--- src/hdl/sca_pkg.sv ---
// Shared types and constants for the slice coverage reassembly block.
// No dependencies; every other file in hdl/ imports this package.
package sca_pkg;

    localparam int SLOT_COUNT_DEF = 8;
    localparam int ELEM_COUNT_DEF = 96;
    localparam int ELEM_LIMIT     = 96;
    localparam int KEY_W          = 32;
    localparam int BYTE_W         = 8;
    localparam int COUNT_W        = 7;
    localparam int SLOT_OUT_W     = 3;
    localparam int QUEUE_DEPTH    = 2;
    localparam int CFG_ADDR_W     = 3;
    localparam int CFG_DATA_W     = 32;
    localparam int S_TDATA_W      = 56;
    localparam int S_TUSER_W      = 2;
    localparam int M_TDATA_W      = 24;
    localparam int M_TUSER_W      = 3;

    // Register index as seen on paddr[2]
    localparam logic REG_BLOCK_ENABLE = 1'b0;

    typedef enum logic [1:0] {
        ACT_SLICE  = 2'd0,
        ACT_CLEAR  = 2'd1,
        ACT_FORGET = 2'd2,
        ACT_UNUSED = 2'd3
    } t_action;

    typedef enum logic [2:0] {
        ST_PARTIAL    = 3'd0,
        ST_COMPLETE   = 3'd1,
        ST_BAD_SLICE  = 3'd2,
        ST_TABLE_FULL = 3'd3,
        ST_CLEARED    = 3'd4,
        ST_NOT_FOUND  = 3'd5,
        ST_DISABLED   = 3'd6
    } t_status;

    typedef enum logic [2:0] {
        KIND_UNUSED   = 3'd0,
        KIND_DISABLED = 3'd1,
        KIND_NO_KEY   = 3'd2,
        KIND_SLICE    = 3'd3,
        KIND_CLEAR    = 3'd4,
        KIND_FORGET   = 3'd5
    } t_kind;

    typedef struct packed {
        t_kind                 kind;
        logic [KEY_W-1:0]      key;
        logic [COUNT_W-1:0]    total;
        logic                  bad;
        logic [COUNT_W-1:0]    clipped;
        logic [ELEM_LIMIT-1:0] seg_mask;
        logic [ELEM_LIMIT-1:0] tot_mask;
    } t_job;

    typedef struct packed {
        t_status               status;
        logic [SLOT_OUT_W-1:0] slot;
        logic [COUNT_W-1:0]    usable;
        logic                  sweep;
        logic                  discarded;
        logic [COUNT_W-1:0]    clipped;
    } t_result;

endpackage

--- src/hdl/sca_front.sv ---
// Front end: decode an incoming word, clip the slice and build its masks.
// Depends on sca_pkg.
module sca_front
    import sca_pkg::*;
#(
    parameter int MAX_ELEMENTS = ELEM_COUNT_DEF
) (
    input  t_action            i_action,
    input  logic [KEY_W-1:0]   i_key,
    input  logic [BYTE_W-1:0]  i_claimed,
    input  logic [BYTE_W-1:0]  i_first,
    input  logic [BYTE_W-1:0]  i_count,
    input  logic               i_enable,
    output t_job               o_job
);

    localparam logic [BYTE_W-1:0]  MAX_B = BYTE_W'(MAX_ELEMENTS);
    localparam logic [COUNT_W-1:0] MAX_C = COUNT_W'(MAX_ELEMENTS);

    logic [COUNT_W-1:0] w_total;
    logic [BYTE_W-1:0]  w_total_b;
    logic [BYTE_W:0]    w_sum;
    logic               w_bad;
    logic [COUNT_W-1:0] w_clipped;
    logic [BYTE_W-1:0]  w_end;

    assign w_total   = (i_claimed < MAX_B) ? i_claimed[COUNT_W-1:0] : MAX_C;
    assign w_total_b = {1'b0, w_total};
    assign w_bad     = (i_first >= w_total_b) || (i_count == '0);
    assign w_sum     = {1'b0, i_first} + {1'b0, i_count};

    always_comb begin
        if (w_bad) begin
            w_clipped = '0;
        end else if (w_sum > {1'b0, w_total_b}) begin
            w_clipped = w_total - i_first[COUNT_W-1:0];
        end else begin
            w_clipped = i_count[COUNT_W-1:0];
        end
    end

    assign w_end = i_first + {1'b0, w_clipped};

    always_comb begin
        o_job         = '0;
        o_job.key     = i_key;
        o_job.total   = w_total;
        o_job.bad     = w_bad;
        o_job.clipped = w_clipped;
        for (int b = 0; b < ELEM_LIMIT; b++) begin
            o_job.seg_mask[b] = !w_bad && (BYTE_W'(b) >= i_first) && (BYTE_W'(b) < w_end);
            o_job.tot_mask[b] = BYTE_W'(b) < w_total_b;
        end
        // Unused action wins over everything, forget ignores the enable
        priority if (i_action == ACT_UNUSED) begin
            o_job.kind = KIND_UNUSED;
        end else if (i_action != ACT_FORGET && !i_enable) begin
            o_job.kind = KIND_DISABLED;
        end else if (i_key == '0) begin
            o_job.kind = KIND_NO_KEY;
        end else if (i_action == ACT_SLICE) begin
            o_job.kind = KIND_SLICE;
        end else if (i_action == ACT_CLEAR) begin
            o_job.kind = KIND_CLEAR;
        end else begin
            o_job.kind = KIND_FORGET;
        end
    end

endmodule

--- src/hdl/sca_queue.sv ---
// Short job queue between the front end and the slot table.
// Depends on sca_pkg.
module sca_queue
    import sca_pkg::*;
(
    input  logic i_clk,
    input  logic i_rst_n,
    input  logic i_push,
    input  t_job i_job,
    output logic o_ready,
    output logic o_valid,
    output t_job o_job,
    input  logic i_pop
);

    localparam int PTR_W = (QUEUE_DEPTH > 1) ? $clog2(QUEUE_DEPTH) : 1;
    localparam int CNT_W = $clog2(QUEUE_DEPTH + 1);
    localparam logic [PTR_W-1:0] LAST = PTR_W'(QUEUE_DEPTH - 1);
    localparam logic [CNT_W-1:0] FULL = CNT_W'(QUEUE_DEPTH);

    t_job             r_entry [QUEUE_DEPTH];
    logic [PTR_W-1:0] r_wr_ptr, n_wr_ptr;
    logic [PTR_W-1:0] r_rd_ptr, n_rd_ptr;
    logic [CNT_W-1:0] r_count,  n_count;

    assign o_ready = (r_count != FULL);
    assign o_valid = (r_count != '0);
    assign o_job   = r_entry[r_rd_ptr];

    always_comb begin
        n_wr_ptr = r_wr_ptr;
        n_rd_ptr = r_rd_ptr;
        n_count  = r_count;
        if (i_push) begin
            n_wr_ptr = (r_wr_ptr == LAST) ? '0 : r_wr_ptr + 1'b1;
        end
        if (i_pop) begin
            n_rd_ptr = (r_rd_ptr == LAST) ? '0 : r_rd_ptr + 1'b1;
        end
        if (i_push && !i_pop) begin
            n_count = r_count + 1'b1;
        end else if (i_pop && !i_push) begin
            n_count = r_count - 1'b1;
        end
    end

    always_ff @(posedge i_clk) begin
        if (!i_rst_n) begin
            r_wr_ptr <= '0;
            r_rd_ptr <= '0;
            r_count  <= '0;
        end else begin
            r_wr_ptr <= n_wr_ptr;
            r_rd_ptr <= n_rd_ptr;
            r_count  <= n_count;
        end
    end

    always_ff @(posedge i_clk) begin
        if (i_push) begin
            r_entry[r_wr_ptr] <= i_job;
        end
    end

    a_no_overflow: assert property (@(posedge i_clk) disable iff (!i_rst_n)
        r_count <= FULL)
        else $error("queue count beyond depth");

    a_no_push_full: assert property (@(posedge i_clk) disable iff (!i_rst_n)
        (r_count == FULL) |-> !i_push)
        else $error("push into full queue");

endmodule

--- src/hdl/sca_back.sv ---
// Back end: slot table lookup, coverage update and the result register.
// Depends on sca_pkg.
module sca_back
    import sca_pkg::*;
#(
    parameter int SLOT_COUNT   = SLOT_COUNT_DEF,
    parameter int MAX_ELEMENTS = ELEM_COUNT_DEF
) (
    input  logic    i_clk,
    input  logic    i_rst_n,
    input  logic    i_job_valid,
    input  t_job    i_job,
    output logic    o_job_pop,
    output logic    o_valid,
    output t_result o_result,
    input  logic    i_ready
);

    localparam int SLOT_W = (SLOT_COUNT > 1) ? $clog2(SLOT_COUNT) : 1;

    logic [KEY_W-1:0]        r_handle [SLOT_COUNT];
    logic [MAX_ELEMENTS-1:0] r_map    [SLOT_COUNT];
    logic [COUNT_W-1:0]      r_total  [SLOT_COUNT];
    logic [COUNT_W-1:0]      r_usable [SLOT_COUNT];

    logic                    r_valid, n_valid;
    t_result                 r_result, n_result;

    logic [SLOT_COUNT-1:0]   w_hit;
    logic                    w_hit_any, w_free_any;
    logic [SLOT_W-1:0]       w_hit_idx, w_free_idx, w_sel;
    logic [SLOT_W+SLOT_OUT_W-1:0] w_sel_ext;
    logic                    w_claim;
    logic [MAX_ELEMENTS-1:0] w_old_map, w_base_map, w_new_map;
    logic [MAX_ELEMENTS-1:0] w_seg, w_tot;
    logic [COUNT_W-1:0]      w_old_total, w_old_use, w_base_use, w_new_use;
    logic                    w_changed, w_whole;
    logic                    w_do_slice, w_do_clear, w_do_forget;

    // Lowest matching slot and lowest free slot
    always_comb begin
        w_hit      = '0;
        w_hit_any  = 1'b0;
        w_hit_idx  = '0;
        w_free_any = 1'b0;
        w_free_idx = '0;
        for (int i = SLOT_COUNT - 1; i >= 0; i--) begin
            w_hit[i] = (r_handle[i] == i_job.key);
            if (w_hit[i]) begin
                w_hit_any = 1'b1;
                w_hit_idx = SLOT_W'(i);
            end
            if (r_handle[i] == '0) begin
                w_free_any = 1'b1;
                w_free_idx = SLOT_W'(i);
            end
        end
    end

    assign w_sel     = w_hit_any ? w_hit_idx : w_free_idx;
    assign w_sel_ext = {{SLOT_OUT_W{1'b0}}, w_sel};
    assign w_claim   = !w_hit_any && w_free_any;

    // A freshly claimed slot starts empty
    assign w_old_map   = w_claim ? '0 : r_map[w_sel];
    assign w_old_total = w_claim ? '0 : r_total[w_sel];
    assign w_old_use   = w_claim ? '0 : r_usable[w_sel];

    assign w_seg      = i_job.seg_mask[MAX_ELEMENTS-1:0];
    assign w_tot      = i_job.tot_mask[MAX_ELEMENTS-1:0];
    assign w_changed  = (w_old_total != i_job.total);
    assign w_base_map = w_changed ? '0 : w_old_map;
    assign w_base_use = w_changed ? '0 : w_old_use;
    assign w_new_map  = w_base_map | w_seg;
    assign w_whole    = !i_job.bad && (&(w_new_map | ~w_tot));
    assign w_new_use  = w_whole ? i_job.total : w_base_use;

    always_comb begin
        n_result        = '0;
        n_result.status = ST_BAD_SLICE;
        w_do_slice      = 1'b0;
        w_do_clear      = 1'b0;
        w_do_forget     = 1'b0;
        unique case (i_job.kind)
            KIND_UNUSED: begin
                n_result.status = ST_BAD_SLICE;
            end
            KIND_DISABLED: begin
                n_result.status = ST_DISABLED;
            end
            KIND_NO_KEY: begin
                n_result.status = ST_NOT_FOUND;
            end
            KIND_FORGET: begin
                if (w_hit_any) begin
                    n_result.status = ST_CLEARED;
                    n_result.slot   = w_sel_ext[SLOT_OUT_W-1:0];
                    w_do_forget     = 1'b1;
                end else begin
                    n_result.status = ST_NOT_FOUND;
                end
            end
            KIND_CLEAR: begin
                if (w_hit_any) begin
                    n_result.status    = ST_CLEARED;
                    n_result.slot      = w_sel_ext[SLOT_OUT_W-1:0];
                    n_result.discarded = (w_old_use != '0);
                    w_do_clear         = 1'b1;
                end else begin
                    n_result.status = ST_NOT_FOUND;
                end
            end
            KIND_SLICE: begin
                if (!w_hit_any && !w_free_any) begin
                    n_result.status = ST_TABLE_FULL;
                end else begin
                    w_do_slice      = 1'b1;
                    n_result.slot   = w_sel_ext[SLOT_OUT_W-1:0];
                    n_result.usable = w_new_use;
                    if (i_job.bad) begin
                        n_result.status = ST_BAD_SLICE;
                    end else begin
                        n_result.status  = w_whole ? ST_COMPLETE : ST_PARTIAL;
                        n_result.sweep   = w_whole && (w_base_use == '0);
                        n_result.clipped = i_job.clipped;
                    end
                end
            end
            default: begin
                n_result.status = ST_BAD_SLICE;
            end
        endcase
    end

    // Advance when the result register is empty or being drained
    assign o_job_pop = i_job_valid && (!r_valid || i_ready);

    always_comb begin
        n_valid = r_valid;
        if (o_job_pop) begin
            n_valid = 1'b1;
        end else if (i_ready) begin
            n_valid = 1'b0;
        end
    end

    always_ff @(posedge i_clk) begin
        if (!i_rst_n) begin
            r_valid <= 1'b0;
            for (int i = 0; i < SLOT_COUNT; i++) begin
                r_handle[i] <= '0;
            end
        end else begin
            r_valid <= n_valid;
            if (o_job_pop && w_do_forget) begin
                r_handle[w_sel] <= '0;
            end else if (o_job_pop && w_do_slice) begin
                r_handle[w_sel] <= i_job.key;
            end
        end
    end

    always_ff @(posedge i_clk) begin
        if (o_job_pop) begin
            r_result <= n_result;
            if (w_do_slice) begin
                r_map[w_sel]    <= w_new_map;
                r_total[w_sel]  <= i_job.total;
                r_usable[w_sel] <= w_new_use;
            end else if (w_do_clear) begin
                r_usable[w_sel] <= '0;
            end
        end
    end

    assign o_valid  = r_valid;
    assign o_result = r_result;

    a_unique_handle: assert property (@(posedge i_clk) disable iff (!i_rst_n)
        (i_job_valid && (i_job.kind == KIND_SLICE || i_job.kind == KIND_CLEAR ||
                         i_job.kind == KIND_FORGET)) |-> $onehot0(w_hit))
        else $error("stream handle held by more than one slot");

    a_complete_usable: assert property (@(posedge i_clk) disable iff (!i_rst_n)
        (r_valid && r_result.status == ST_COMPLETE) |->
            (r_result.usable != '0 && r_result.clipped != '0))
        else $error("complete result without usable count");

    a_sweep_complete: assert property (@(posedge i_clk) disable iff (!i_rst_n)
        (r_valid && r_result.sweep) |-> (r_result.status == ST_COMPLETE))
        else $error("sweep flag on a result that is not complete");

endmodule

--- src/hdl/slice_coverage_reassembly.sv ---
// Slice coverage reassembly tracker: top level with the register port.
// An accepted word passes through the job queue and the result register to the master side.
// Throughput: one word per cycle while m_tready is high; the slot compare, coverage merge and
// full-coverage check are combinational, and a two-entry job queue absorbs output stalls.
// Reset (synchronous, active low): every slot free, queue and result register empty,
// block_enable set to 1. No clearing pass; the first word is taken right after reset.
module slice_coverage_reassembly
    import sca_pkg::*;
#(
    parameter int SLOT_COUNT   = SLOT_COUNT_DEF,
    parameter int MAX_ELEMENTS = ELEM_COUNT_DEF
) (
    input  logic                  i_clk,
    input  logic                  i_rst_n,
    // Slave side
    input  logic                  s_tvalid,
    output logic                  s_tready,
    // stream_key[31:0], claimed_total[39:32], first_index[47:40], element_count[55:48]
    input  logic [S_TDATA_W-1:0]  s_tdata,
    // action[1:0]
    input  logic [S_TUSER_W-1:0]  s_tuser,
    // Master side
    output logic                  m_tvalid,
    input  logic                  m_tready,
    // slot_index[2:0], usable_count[9:3], sweep_completed[10],
    // complete_discarded[11], clipped_count[18:12], zero pad[23:19]
    output logic [M_TDATA_W-1:0]  m_tdata,
    // status[2:0]
    output logic [M_TUSER_W-1:0]  m_tuser,
    // Register port
    input  logic                  psel,
    input  logic                  penable,
    input  logic                  pwrite,
    input  logic [CFG_ADDR_W-1:0] paddr,
    input  logic [CFG_DATA_W-1:0] pwdata,
    output logic [CFG_DATA_W-1:0] prdata,
    output logic                  pready
);

    logic    r_block_enable, n_block_enable;
    logic    w_cfg_write;
    t_job    w_front_job;
    t_job    w_queue_job;
    logic    w_queue_valid;
    logic    w_queue_pop;
    t_result w_result;

    // Register port: zero wait states, one register at word 0
    assign pready      = 1'b1;
    assign w_cfg_write = psel && penable && pwrite && pready;

    always_comb begin
        n_block_enable = r_block_enable;
        if (w_cfg_write && paddr[2] == REG_BLOCK_ENABLE) begin
            n_block_enable = pwdata[0];
        end
    end

    always_ff @(posedge i_clk) begin
        if (!i_rst_n) begin
            r_block_enable <= 1'b1;
        end else begin
            r_block_enable <= n_block_enable;
        end
    end

    assign prdata = (paddr[2] == REG_BLOCK_ENABLE) ? {{(CFG_DATA_W-1){1'b0}}, r_block_enable}
                                                   : '0;

    // Classify and clip each word as it arrives
    sca_front #(
        .MAX_ELEMENTS (MAX_ELEMENTS)
    ) u_front (
        .i_action  (t_action'(s_tuser)),
        .i_key     (s_tdata[31:0]),
        .i_claimed (s_tdata[39:32]),
        .i_first   (s_tdata[47:40]),
        .i_count   (s_tdata[55:48]),
        .i_enable  (r_block_enable),
        .o_job     (w_front_job)
    );

    // Decouple acceptance from result drain
    sca_queue u_queue (
        .i_clk   (i_clk),
        .i_rst_n (i_rst_n),
        .i_push  (s_tvalid && s_tready),
        .i_job   (w_front_job),
        .o_ready (s_tready),
        .o_valid (w_queue_valid),
        .o_job   (w_queue_job),
        .i_pop   (w_queue_pop)
    );

    // Slot table and result register
    sca_back #(
        .SLOT_COUNT   (SLOT_COUNT),
        .MAX_ELEMENTS (MAX_ELEMENTS)
    ) u_back (
        .i_clk       (i_clk),
        .i_rst_n     (i_rst_n),
        .i_job_valid (w_queue_valid),
        .i_job       (w_queue_job),
        .o_job_pop   (w_queue_pop),
        .o_valid     (m_tvalid),
        .o_result    (w_result),
        .i_ready     (m_tready)
    );

    assign m_tuser = w_result.status;
    assign m_tdata = {5'b0, w_result.clipped, w_result.discarded, w_result.sweep,
                      w_result.usable, w_result.slot};

endmodule
--- config.mk ---
export PLATFORM = sky130hd
export DESIGN_NAME = slice_coverage_reassembly
export DESIGN_NICKNAME = d
export VERILOG_FILES = /design/src/hdl/sca_pkg.sv /design/src/hdl/sca_front.sv /design/src/hdl/sca_queue.sv /design/src/hdl/sca_back.sv /design/src/hdl/slice_coverage_reassembly.sv
export SDC_FILE = /design/constraint.sdc
export NUM_CORES = 2
export LEC_CHECK = 0
export BUFFER_PORTS_ARGS = -buffer_cell sky130_fd_sc_hd__buf_4
export CORE_AREA = 2 2 406 368
export DETAILED_ROUTE_END_ITERATION = 7
export DIE_AREA = 0 0 408 370
export GPL_TIMING_DRIVEN = 0
export SKIP_CTS_REPAIR_TIMING = 1
export SYNTH_ARGS = -nofsm -noshare
export SYNTH_HDL_FRONTEND = slang
export SYNTH_HIERARCHICAL = 1
export SYNTH_SLANG_ARGS = --single-unit
--- constraint.sdc ---
create_clock -name i_clk -period 16.6 [get_ports i_clk]
set_clock_uncertainty 0.1 [all_clocks]
set_input_delay 0.83 -clock i_clk [delete_from_list [all_inputs] [get_ports i_clk]]
set_output_delay 0.83 -clock i_clk [all_outputs]
set_load 0.02 [all_outputs]
==> metrics.csv <==
metric,value,unit
total die area,0.151,mm²
"commonest non-fill, non-tap cells in the layout","edfxtp_1, nor2_1, nand2_1",
share of layout cells above drive strength 1,0.173,
Critical Path End Type,flip-flop,
RSZ-0062 raised after global routing,no,
initial antenna violation count,6,
drt total wl,247,mm
Post-synth ARST share,0,
P_sw,3.47,mW
Final Cycle Share,0.660,
gp weighted congestion,0.975,
Antenna Nets Post-Route,0,
biggest area consumer among synthesized cells,edfxtp_1,
Worst-path clk slew,0.06,ns
fin util,0.555,
CTS sink cnt,1649,
min Tclk post-route,10.96,ns
Cell Int Power,8.03,mW
compound-gate portion of the synthesized area,0.0948,
DP Wirelength,176,mm
"Clk Latency, worst-skew pair",0.82,ns
critical path type,flip-flop to flip-flop,
Critical Path Source Type,flip-flop,
static leakage,27.0,nW
NumNets Final,5373,
Sw Ratio,0.302,
worst slew pin tran,1.51,ns
"EDFF count, synth",1642,
WHS,0.193,ns
number of global-route vias before repair,43900,
Seq pwr share,0.442,
Synth area leaders,"edfxtp_1, mux2_4, nor2_1",
critical path required time,17.03,ns
area of the mapped netlist,0.0715,mm²
Synth Area in XOR/XNOR,0.0340,
"Max FO, Critical Path",10,
DRC viols,0,
global route total overflow,0,
Final Hold Viols,0,
die height,370,µm
Vias/cell,6.38,
Core Box Area,0.147,mm²
DR pass1 iterations,6,
largest family of logic cells by synthesized area,compound AO/OA/AOI/OAI gates,
fmax,91.2,MHz
Area Growth Syn to Fin,14.1,%
row count,134,
Hold Path Class,input pin to flip-flop,
Total GRT Usage,0.322,
"Seq/Total Area, Yosys",0.691,
fin. max-slew vios,11,
"most common cell after layout, fill and taps aside",edfxtp_1,
clock power share,0.328,
Logic pwr share,0.230,
CTS tree,yes,
R2R setup slack,5.64,ns
Initial Util,0.486,
most common flop cell mapped by yosys,edfxtp_1,
Port Buffers,89,
Routed wire per std cell,33.7,µm
DR iter-0 viols,7610,
outcome,"finished, violations left",
max-capacitance violation count,1,
post-synthesis cell count,4886,
TritonCTS Buffers,168,
Root Driver,clkbuf_16,
clk buf depth,3,
Via Count,46800,
Yosys reg bits,1649,
Yosys Warn Count,6,
worst relative slew slack,-0.00637,
simple-gate share of the synthesized area,0.0801,
Worst EP arrival,11.39,ns
post-synth top area share,0.689,
multiplexer area fraction after synthesis,0.0571,
PwrDens,141,mW/mm²
post-synth cell types,115,
failing checks,"capacitance limit, slew limit",
H-tree depth,4,
first-pass GRT wire length,340,mm
Synth Area in Adders,0.00714,
pre-CTS WS,6.01,ns
largest net degree at the start of global routing,60,
final worst slack,5.64,ns
die extent in x,408,µm
Syn Area/Cell,14.6,µm²
final setup fails,0,
Peak VDD IR,0.000121,V
# IOs,162,
==> final cells by class <==
type                            instances  area, µm²
Clock buffer                          208       4480
Buffer                                365       2080
Tap cell                             1972       2470
Timing Repair Buffer                  143       1810
Inverter                              123        462
Antenna cell                            2       5.00
Fill cell                           11900      65400
Multi-Input combinational cell       2784      19900
Sequential cell                      1649      49400
Clock inverter                         99        987
==> kinds of logic (layout without fill, tap and decap cells) <==
kind of cell,after synthesis,count (layout)
AND/OR/NAND/NOR,1178,1178
adder cells (fa/ha/maj),39,39
AO/OA/AOI/OAI,942,942
XOR/XNOR,278,278
flip-flops,1649,1649
other,2,39
multiplexers,310,310
buffers and inverters,488,938
==> metal layers <==
| layer | share of wire | GRT usage | vias to the layer above | wire length, µm |
|---|---|---|---|---|
| li1 | - | - | 19600 | - |
| met1 | 0.40 | 0.462 | 23600 | 98900 |
| met2 | 0.43 | 0.473 | 3189 | 107000 |
| met3 | 0.13 | 0.0898 | 426 | 32500 |
| met4 | 0.037 | 0.109 | 0 | 9240 |
| met5 | 0 | 0 | - | 0 |
==> state kept, by name (all words and copies together), names as in the netlist, 2 cells and up, named ones only <==
signal / flops
u_back/r_map: 768
u_queue/r_entry: 484
u_back/r_usable: 56
u_back/o_result: 22
u_back/r_handle: 256
u_queue/r_count: 2
u_back/r_total: 56
==> metrics by stage <==
step	total power [mW]	cells	cell area, µm²	setup TNS (ns)
2_1_floorplan	6.73	4921	71700	0
3_3_place_gp	7.78	6982	74800	-655.18
3_5_place_dp	7.72	7036	76100	0
4_1_cts	11.4	7343	81600	0
5_1_grt	11.8	7343	81600	0
6_report	11.5	7345	81600	0
==> synth_stat cells (22+ instances only) <==
| cell | number |
|---|---|
| xor2_1 | 117 |
| buf_6 | 30 |
| a211oi_1 | 58 |
| a31oi_1 | 47 |
| nor3_1 | 67 |
| nand2b_1 | 22 |
| o22ai_1 | 200 |
| inv_1 | 118 |
| mux2i_1 | 65 |
| nor2b_1 | 24 |
| buf_1 | 35 |
| nand2_1 | 219 |
| a31o_2 | 25 |
| a21oi_1 | 124 |
| nor2_1 | 477 |
| o22a_1 | 25 |
| o21ai_0 | 103 |
| nor4_1 | 119 |
| ha_1 | 36 |
| o221ai_1 | 71 |
| nand3_1 | 56 |
| a221oi_1 | 54 |
| nand4_1 | 75 |
| clkbuf_1 | 145 |
| edfxtp_1 | 1642 |
| buf_2 | 39 |
| mux2_2 | 65 |
| mux2_4 | 180 |
| a21o_1 | 22 |
| buf_4 | 116 |
| xnor2_1 | 161 |
==> power groups by stage <==
stage	registers (mW)	logic [mW]	clock network, mW
2_1_floorplan	5.25	1.48	0
3_3_place_gp	5.29	2.49	0
3_5_place_dp	5.17	2.54	0
4_1_cts	5.09	2.55	3.80
5_1_grt	5.10	2.70	3.96
6_report	5.09	2.65	3.77
==> path summary, 6_finish.rpt <==
kind / start / to / cells after the start
max: flip-flop / u_back/r_usable[5][4]$_DFFE_PP_ / 25
min: pwdata[0] / r_block_enable$_SDFFE_PN1P_ / 3
max reg2reg: flip-flop / u_back/r_usable[5][4]$_DFFE_PP_ / 25
min reg2reg: u_queue/r_count[1]$_SDFFE_PN0P_ / u_queue/r_count[1]$_SDFFE_PN0P_ / 2
==> critical path, cell delays in order, from the launching register on <==
cell,delay [ns]
dfxtp_1,0.32
buf_6,0.16
buf_6,0.22
buf_6,0.22
mux2_4,0.33
buf_4,0.25
xnor2_1,0.25
nand4_1,0.12
nor4_1,0.72
nand2_1,0.28
nand4_1,0.38
nor4_4,0.14
nor2_2,0.39
clkbuf_1,0.59
clkbuf_1,0.73
clkbuf_1,1.07
buf_1,0.83
o221ai_1,0.28
o31ai_1,0.13
o221ai_1,0.23
o21ai_0,0.61
o2111ai_1,0.30
nor4_1,0.91
nand3_4,0.34
mux2i_1,0.26
nor2_1,0.46
Power figures use the tool's default switching activity.
